### src/hdl/sqd_pkg.sv
// Shared types and constants for the shortest-queue dispatcher.
`timescale 1ns / 1ps
`default_nettype none

package sqd_pkg;

  localparam int unsigned LEN_W = 16;

  localparam logic [LEN_W-1:0] LEN_MAX     = 16'hFFFF;
  localparam logic [LEN_W-1:0] TOTAL_RESET = 16'd6400;

  // Kinds of input item.
  localparam logic ACT_ARRIVE = 1'b0;
  localparam logic ACT_SERVE  = 1'b1;

  typedef enum logic [2:0] {
    ST_IDLE,
    ST_CHECK,
    ST_SCAN,
    ST_DRAIN,
    ST_UPDATE,
    ST_RESULT
  } sqd_state_t;

  // Commands from the controller to the datapath.
  typedef struct packed {
    logic load;
    logic step;
    logic commit;
    logic emit;
  } sqd_cmd_t;

  // Status from the datapath to the controller.
  typedef struct packed {
    logic finished;
    logic last;
    logic out_busy;
  } sqd_stat_t;

endpackage

`default_nettype wire

### src/hdl/sqd_ctrl.sv
// Controller state machine that sequences one item through the datapath.
`timescale 1ns / 1ps
`default_nettype none

module sqd_ctrl (
  input  logic              clk,
  input  logic              rst_n,
  input  logic              in_tvalid,
  output logic              in_tready,
  input  sqd_pkg::sqd_stat_t stat,
  output sqd_pkg::sqd_cmd_t  cmd
);
  import sqd_pkg::*;

  sqd_state_t state_r;
  sqd_state_t state_nxt;

  always_ff @(posedge clk) begin
    if (!rst_n) begin
      state_r <= ST_IDLE;
    end else begin
      state_r <= state_nxt;
    end
  end

  always_comb begin
    state_nxt  = state_r;
    cmd        = '0;
    in_tready  = 1'b0;
    unique case (state_r)
      ST_IDLE: begin
        in_tready = 1'b1;
        if (in_tvalid) begin
          cmd.load  = 1'b1;
          state_nxt = ST_CHECK;
        end
      end
      ST_CHECK: begin
        // A finished block leaves every counter alone.
        state_nxt = stat.finished ? ST_RESULT : ST_SCAN;
      end
      ST_SCAN: begin
        cmd.step = 1'b1;
        if (stat.last) begin
          state_nxt = ST_DRAIN;
        end
      end
      ST_DRAIN: begin
        state_nxt = ST_UPDATE;
      end
      ST_UPDATE: begin
        cmd.commit = 1'b1;
        state_nxt  = ST_RESULT;
      end
      ST_RESULT: begin
        if (!stat.out_busy) begin
          cmd.emit  = 1'b1;
          state_nxt = ST_IDLE;
        end
      end
      default: begin
        state_nxt = ST_IDLE;
      end
    endcase
  end

endmodule

`default_nettype wire

### src/hdl/sqd_datapath.sv
// Datapath: queue length memory, scan pointer, best-candidate tracking and result register.
`timescale 1ns / 1ps
`default_nettype none

module sqd_datapath #(
  parameter int unsigned NUM_QUEUES = 8
) (
  input  logic               clk,
  input  logic               rst_n,
  input  sqd_pkg::sqd_cmd_t  cmd,
  output sqd_pkg::sqd_stat_t stat,
  input  logic               in_action,
  input  logic [2:0]         in_server,
  input  logic               cfg_we,
  input  logic [15:0]        cfg_data,
  output logic               out_tvalid,
  input  logic               out_tready,
  output logic [23:0]        out_tdata
);
  import sqd_pkg::*;

  localparam int unsigned QW = (NUM_QUEUES > 1) ? $clog2(NUM_QUEUES) : 1;
  localparam logic [QW-1:0] LAST_Q = QW'(NUM_QUEUES - 1);
  localparam logic [6:0]    NQ7    = 7'(NUM_QUEUES);

  // Reduce a server number into the range of queues.
  function automatic logic [QW-1:0] srv_wrap(input logic [2:0] srv);
    logic [6:0] s;
    s = {4'd0, srv};
    for (int k = 0; k < 8; k++) begin
      if (s >= NQ7) begin
        s = s - NQ7;
      end
    end
    return s[QW-1:0];
  endfunction

  logic [LEN_W-1:0]      qlen_mem [NUM_QUEUES];
  logic [NUM_QUEUES-1:0] vld_r;

  logic             action_r;
  logic [QW-1:0]    ptr_r;
  logic [QW-1:0]    cnt_r;
  logic             rd_vld_r;
  logic [QW-1:0]    rd_idx_r;
  logic [LEN_W-1:0] mem_q_r;
  logic             vld_q_r;
  logic [LEN_W-1:0] best_len_r;
  logic [QW-1:0]    best_idx_r;
  logic             have_r;
  logic [LEN_W-1:0] total_r;
  logic [LEN_W-1:0] served_r;
  logic             out_tvalid_r;
  logic [2:0]       out_qi_r;
  logic             out_found_r;
  logic             out_fin_r;
  logic [LEN_W-1:0] out_served_r;

  logic [LEN_W-1:0] rd_data;
  logic             take;
  logic             found_w;
  logic             served_ge;
  logic [LEN_W-1:0] wr_data;
  logic [QW+2:0]    best_idx_ext;

  // Entries never written since reset read as empty.
  assign rd_data = vld_q_r ? mem_q_r : '0;

  // Arrivals keep the strictly shortest queue, so the lowest index wins a tie.
  // Serves keep the first non-empty queue in scan order.
  always_comb begin
    if (action_r == ACT_ARRIVE) begin
      take    = !have_r || (rd_data < best_len_r);
      found_w = have_r && (best_len_r != LEN_MAX);
      wr_data = best_len_r + LEN_W'(1);
    end else begin
      take    = !have_r && (rd_data != '0);
      found_w = have_r;
      wr_data = best_len_r - LEN_W'(1);
    end
  end

  assign served_ge    = served_r >= total_r;
  assign best_idx_ext = {3'b000, best_idx_r};

  assign stat.finished = served_ge;
  assign stat.last     = (cnt_r == LAST_Q);
  assign stat.out_busy = out_tvalid_r && !out_tready;

  always_ff @(posedge clk) begin
    if (!rst_n) begin
      vld_r        <= '0;
      served_r     <= '0;
      total_r      <= TOTAL_RESET;
      out_tvalid_r <= 1'b0;
      rd_vld_r     <= 1'b0;
      have_r       <= 1'b0;
    end else begin
      rd_vld_r <= cmd.step;
      if (cfg_we) begin
        total_r <= cfg_data;
      end
      if (cmd.load) begin
        have_r <= 1'b0;
      end else if (rd_vld_r && take) begin
        have_r <= 1'b1;
      end
      if (cmd.commit && found_w) begin
        vld_r[best_idx_r] <= 1'b1;
        if ((action_r == ACT_SERVE) && (served_r != LEN_MAX)) begin
          served_r <= served_r + LEN_W'(1);
        end
      end
      if (cmd.emit) begin
        out_tvalid_r <= 1'b1;
      end else if (out_tready) begin
        out_tvalid_r <= 1'b0;
      end
    end
  end

  always_ff @(posedge clk) begin
    if (cmd.load) begin
      action_r <= in_action;
      ptr_r    <= (in_action == ACT_SERVE) ? srv_wrap(in_server) : '0;
      cnt_r    <= '0;
    end else if (cmd.step) begin
      ptr_r <= (ptr_r == LAST_Q) ? '0 : ptr_r + QW'(1);
      cnt_r <= cnt_r + QW'(1);
    end
    rd_idx_r <= ptr_r;
    if (rd_vld_r && take) begin
      best_len_r <= rd_data;
      best_idx_r <= rd_idx_r;
    end
    if (cmd.emit) begin
      out_qi_r     <= found_w ? best_idx_ext[2:0] : 3'b000;
      out_found_r  <= found_w;
      out_fin_r    <= served_ge;
      out_served_r <= served_r;
    end
  end

  // Queue length memory: one write port, one registered read port.
  always_ff @(posedge clk) begin
    if (cmd.commit && found_w) begin
      qlen_mem[best_idx_r] <= wr_data;
    end
    mem_q_r <= qlen_mem[ptr_r];
    vld_q_r <= vld_r[ptr_r];
  end

  assign out_tvalid = out_tvalid_r;
  assign out_tdata  = {3'b000, out_served_r, out_fin_r, out_found_r, out_qi_r};

endmodule

`default_nettype wire

### src/hdl/shortest_queue_dispatch_and_serve.sv
// Top level of the join-shortest-queue dispatcher with cyclic work stealing.
//
//   Channel  Direction  Handshake            Payload
//   in       slave      in_tvalid/in_tready  in_tuser = action, in_tdata[2:0] = server_index
//   out      master     out_tvalid/out_tready out_tdata = queue_index, found, finished,
//                                            served_count
//   cfg      slave      cfg_valid/cfg_ready  cfg_data = total_to_serve
//
// An item's scan ends with a last compare and a write-back before its result is loaded:
// the queue lengths sit in a memory with one write port and one registered read port,
// which the scan reads one queue per cycle before the last compare and the write-back.
// A finished block skips the scan and goes straight to its result.
// Reset is synchronous and active low; it clears every queue length through
// per-entry valid bits, clears the served count and loads total_to_serve with 6400.
// The result register lets a new item be accepted while a result waits; a stalled
// output holds the controller in its result state until the register frees up.
// The configuration port is always ready.
`timescale 1ns / 1ps
`default_nettype none

module shortest_queue_dispatch_and_serve #(
  parameter int unsigned NUM_QUEUES = 8
) (
  input  logic        clk,
  input  logic        rst_n,
  // Input items.
  input  logic        in_tvalid,
  output logic        in_tready,
  input  logic [7:0]  in_tdata,   // [2:0] server_index, [7:3] zero
  input  logic        in_tuser,   // [0] action: 0 arrival, 1 serve request
  // Result items.
  output logic        out_tvalid,
  input  logic        out_tready,
  output logic [23:0] out_tdata,  // [2:0] queue_index, [3] found, [4] finished,
                                  // [20:5] served_count, [23:21] zero
  // Configuration write.
  input  logic        cfg_valid,
  output logic        cfg_ready,
  input  logic [15:0] cfg_data    // total_to_serve
);
  import sqd_pkg::*;

  sqd_cmd_t  cmd;
  sqd_stat_t stat;

  // The threshold register can be written at any cycle.
  assign cfg_ready = 1'b1;

  // The controller walks each item through check, scan, drain, write-back and result, skipping to result when finished.
  sqd_ctrl u_ctrl (
    .clk       (clk),
    .rst_n     (rst_n),
    .in_tvalid (in_tvalid),
    .in_tready (in_tready),
    .stat      (stat),
    .cmd       (cmd)
  );

  // The datapath holds the queue lengths, the served count and the result register.
  sqd_datapath #(
    .NUM_QUEUES (NUM_QUEUES)
  ) u_dp (
    .clk        (clk),
    .rst_n      (rst_n),
    .cmd        (cmd),
    .stat       (stat),
    .in_action  (in_tuser),
    .in_server  (in_tdata[2:0]),
    .cfg_we     (cfg_valid && cfg_ready),
    .cfg_data   (cfg_data),
    .out_tvalid (out_tvalid),
    .out_tready (out_tready),
    .out_tdata  (out_tdata)
  );

endmodule

`default_nettype wire

### config.mk
export PLATFORM = sky130hd
export DESIGN_NAME = shortest_queue_dispatch_and_serve
export DESIGN_NICKNAME = d
export VERILOG_FILES = /design/src/hdl/sqd_pkg.sv /design/src/hdl/sqd_ctrl.sv /design/src/hdl/sqd_datapath.sv /design/src/hdl/shortest_queue_dispatch_and_serve.sv
export SDC_FILE = /design/constraint.sdc
export NUM_CORES = 1
export LEC_CHECK = 0
export BUFFER_PORTS_ARGS = -buffer_cell sky130_fd_sc_hd__buf_2
export CORE_MARGIN = 2
export CORE_UTILIZATION = 61
export DETAILED_ROUTE_END_ITERATION = 10
export PLACE_DENSITY = 0.8
export SLEW_MARGIN = 20
export SYNTH_ARGS = -nofsm -noshare
export SYNTH_HDL_FRONTEND = slang
export SYNTH_SLANG_ARGS = --single-unit
### constraint.sdc
create_clock -name clk -period 4.15 [get_ports clk]
set_input_delay 0.6225 -clock clk [delete_from_list [all_inputs] [get_ports clk]]
set_output_delay 0.6225 -clock clk [all_outputs]
set_load 0.1 [all_outputs]
==> summary.txt <==
Die
  • Full die area: 0.0180 sq mm
  • Chip height: 134 um
  • Core Area: 0.0166 sq mm
  • Num rows: 47
  • Starting density of the core: 62.5%
  • Chip width: 134 um
  • I/O pin count: 57

Clock tree
  • Clk buf depth: 3
  • Clk Latency, worst-skew pair: 0.52 ns
  • Clock Sinks: 241
  • Setup bufs post-CTS: 0
  • CTS root buf: clkbuf_16
  • CTS tree: yes
  • Cts bufs inserted: 25
  • Hold buffers post-CTS: 0
  • Post-CTS Resized: 0
  • CTS clk-pin slew, worst paths: 0.06 ns
  • CTS H-Tree Depth: 1

Placed design
  • Placer Congestion: 0.909
  • Post-DP HPWL: 13.8 mm
  • Placed Area: 0.0108 sq mm
  • Port bufs: 47
  • Setup WS pre-CTS: 1.11 ns

Logic synthesis
  • Avg Inst Size Synth: 14.4 sq um
  • Top cells by area, synth: edfxtp_1 50%, dfxtp_1 13%, mux4_2 7.4%
  • Area share of the largest cell type after synthesis: 49.8%
  • Post-synth top area cell: edfxtp_1
  • Seq/Total Area, Yosys: 63.2%
  • FFs w/ async S/R, synth: 0%
  • Unique cell type count in the Yosys netlist: 57
  • YS warnings: 0
  • Synthesized cell area: 0.0104 sq mm
  • Main synth FF type: edfxtp_1
  • Number of flops mapped to enable cells by yosys: 172
  • Seq cells post-synth: 241
  • Post-Synthesis Cells: 722

Layout
  • Most frequent cells in the layout: 172 x edfxtp_1, 69 x dfxtp_1, 50 x ha_1
  • Layout Utilization: 69.9%
  • Area growth syn-to-layout: 12.0%
  • Design Area, Final: 0.0116 sq mm
  • Antenna cells: 0
  • Most common cell after layout, fill and taps aside: edfxtp_1
  • Layout cells sized above 1: 19.6%
  • Fin nets: 862

Setup path
  • Crit end category: flop
  • Worst endpoint data arrival time: 3.29 ns
  • Largest delay share family, worst path: compound AO/OA/AOI/OAI gates
  • Crit-path cells: and2_1 -> ha_1 -> a21o_1 -> a221oi_1 -> o21ai_0 -> o2111ai_1 -> nand3_1 -> a31oi_2 -> buf_4
  • Slowest stage cell, crit path: dfxtp_1
  • CP bufs+invs: 1
  • Required time of the critical path: 4.36 ns
  • CP Max Fanout: 17
  • CP Class: reg2reg
  • CP Launch Type: flop
  • Crit path largest cell delay: 0.67 ns

Power
  • Pwr dens: 462 mW/mm^2
  • Peak VDD IR: 316 uV
  • Leak Pwr: 4.30 nW

Timing
  • Final Cycle Share: 74.1%
  • RSZ-0062 raised after global routing: false
  • Final Max Tran Viols: 0
  • Worst clock skew: 0.0164 ns
  • Final Hold Fails: 0
  • Clock period minus worst slack: 3.08 ns
  • Max Fclk: 0.325 GHz
  • Worst-margin pin slew: 1.05 ns
  • Max_slew headroom: 30.3%
  • Final setup viols: 0
  • Worst Hold Slack: 0.334 ns
  • Post-route worst setup slack: 1.07 ns
  • Setup TNS: 0 ns

Outcome
  • Status: finished clean

GRT
  • GRT Total Usage: 24.0%
  • Initial antenna violation count: 0
  • Number of global-route vias before repair: 6511
  • Grt total ovfl: 0
  • Largest net degree at the start of global routing: 38
  • First-pass GRT wire length: 33.6 mm

Routing
  • Wire length on met2: 10.6 mm
  • First-pass DRT Iterations: 5
  • Top sig layer: met4
  • Wire per inst: 20.7 um
  • DRT met1 WL: 8.77 mm
  • Final wirelength: 21.1 mm
  • Routed vias/inst: 6.09
  • Met3 wire len: 1.22 mm
  • Antenna viol nets, final: 0
  • Initial DRC count: 438
  • DR vias: 6214
  • DRC: 0

Hold path
  • HP Class: in2reg

Job
  • Max-cap viol count: 0
-- layout make-up --
type | instances | area [sq um]
repair buffers | 59 | 325
clock buffers | 32 | 652
fillers | 1077 | 4980
clock inverters | 14 | 109
inverters | 43 | 161
multi-input cells | 411 | 3530
well taps | 220 | 275
flip-flops and latches | 241 | 6550
-- worst min-delay path: cells and delay by family --
kind	cells	cell delay (ns)
buf+inv	1	0.07
compound gates	1	0.07
simple gates	1	0.04
-- cells by family (layout without fill, tap and decap cells) --
group                    after synthesis  in the layout  share of synthesized area (%)
AO/OA/AOI/OAI                        104            104                           6.65
XOR/XNOR                              19             19                           1.61
adder cells (fa/ha/maj)               51             51                           6.23
buffers and inverters                 72            148                           3.04
flip-flops                           241            241                           63.2
multiplexers                          65             65                           10.6
other                                  2              4                         0.0725
AND/OR/NAND/NOR                      168            168                           8.62
-- sequential cells by signal, summed over array words and instances (netlist names), 3 cells and up --
name,count
u_dp.out_served_r,16
u_dp.best_idx_r,3
u_dp.out_qi_r,3
u_dp.mem_q_r,16
u_dp.ptr_r,3
u_dp.total_r,16
u_dp.vld_r,8
u_dp.qlen_mem,128
u_dp.cnt_r,3
u_dp.best_len_r,16
u_dp.served_r,16
u_ctrl.state_r,3
u_dp.rd_idx_r,3
-- metal layers --
metal | vias to the layer above | global-route usage, %
met5 | - | 0
met4 | 0 | 7.25
met3 | 38 | 3.51
li1 | 2836 | -
met1 | 3142 | 32.4
met2 | 198 | 40.9
-- final timing paths --
check / slack, ns / cells past startpoint / end / start
setup / recovery: 1.07 / 9 / u_dp.best_idx_r[2] / u_dp.vld_q_r
hold / removal: 0.33 / 3 / u_dp.total_r[8] / cfg_data[8]
setup reg to reg: 1.07 / 9 / u_dp.best_idx_r[2] / u_dp.vld_q_r
hold reg to reg: 0.41 / 0 / u_dp.best_idx_r[0] / u_dp.rd_idx_r[0]
-- stage by stage --
step,total power (W),instances
floorplan,0.00320,724
detailed placement,0.00334,974
finish,0.00536,1020
CTS,0.00539,1020
global route,0.00552,1020
global placement,0.00332,974
-- synth_stat cells, types with 13 or more instances --
library cell  count
edfxtp_1        172
dfxtp_1          69
ha_1             50
inv_1            42
nor2_1           36
mux4_2           34
nand2_1          32
a21oi_1          27
and2_1           23
o21ai_0          23
mux2_2           17
nand3_1          17
o21a_1           15
clkbuf_1         14
mux2i_1          14
nand4_1          13
-- power by group --
part           leakage, nW  switching [W]  total, W  internal, W
Combinational         1.79       0.000283  0.000517     0.000235
Sequential            2.14      0.0000868   0.00278      0.00269
Clock                0.369       0.000880   0.00206      0.00118
Total                 4.30        0.00125   0.00536      0.00411
No activity file was read; power rests on OpenSTA's default activity.
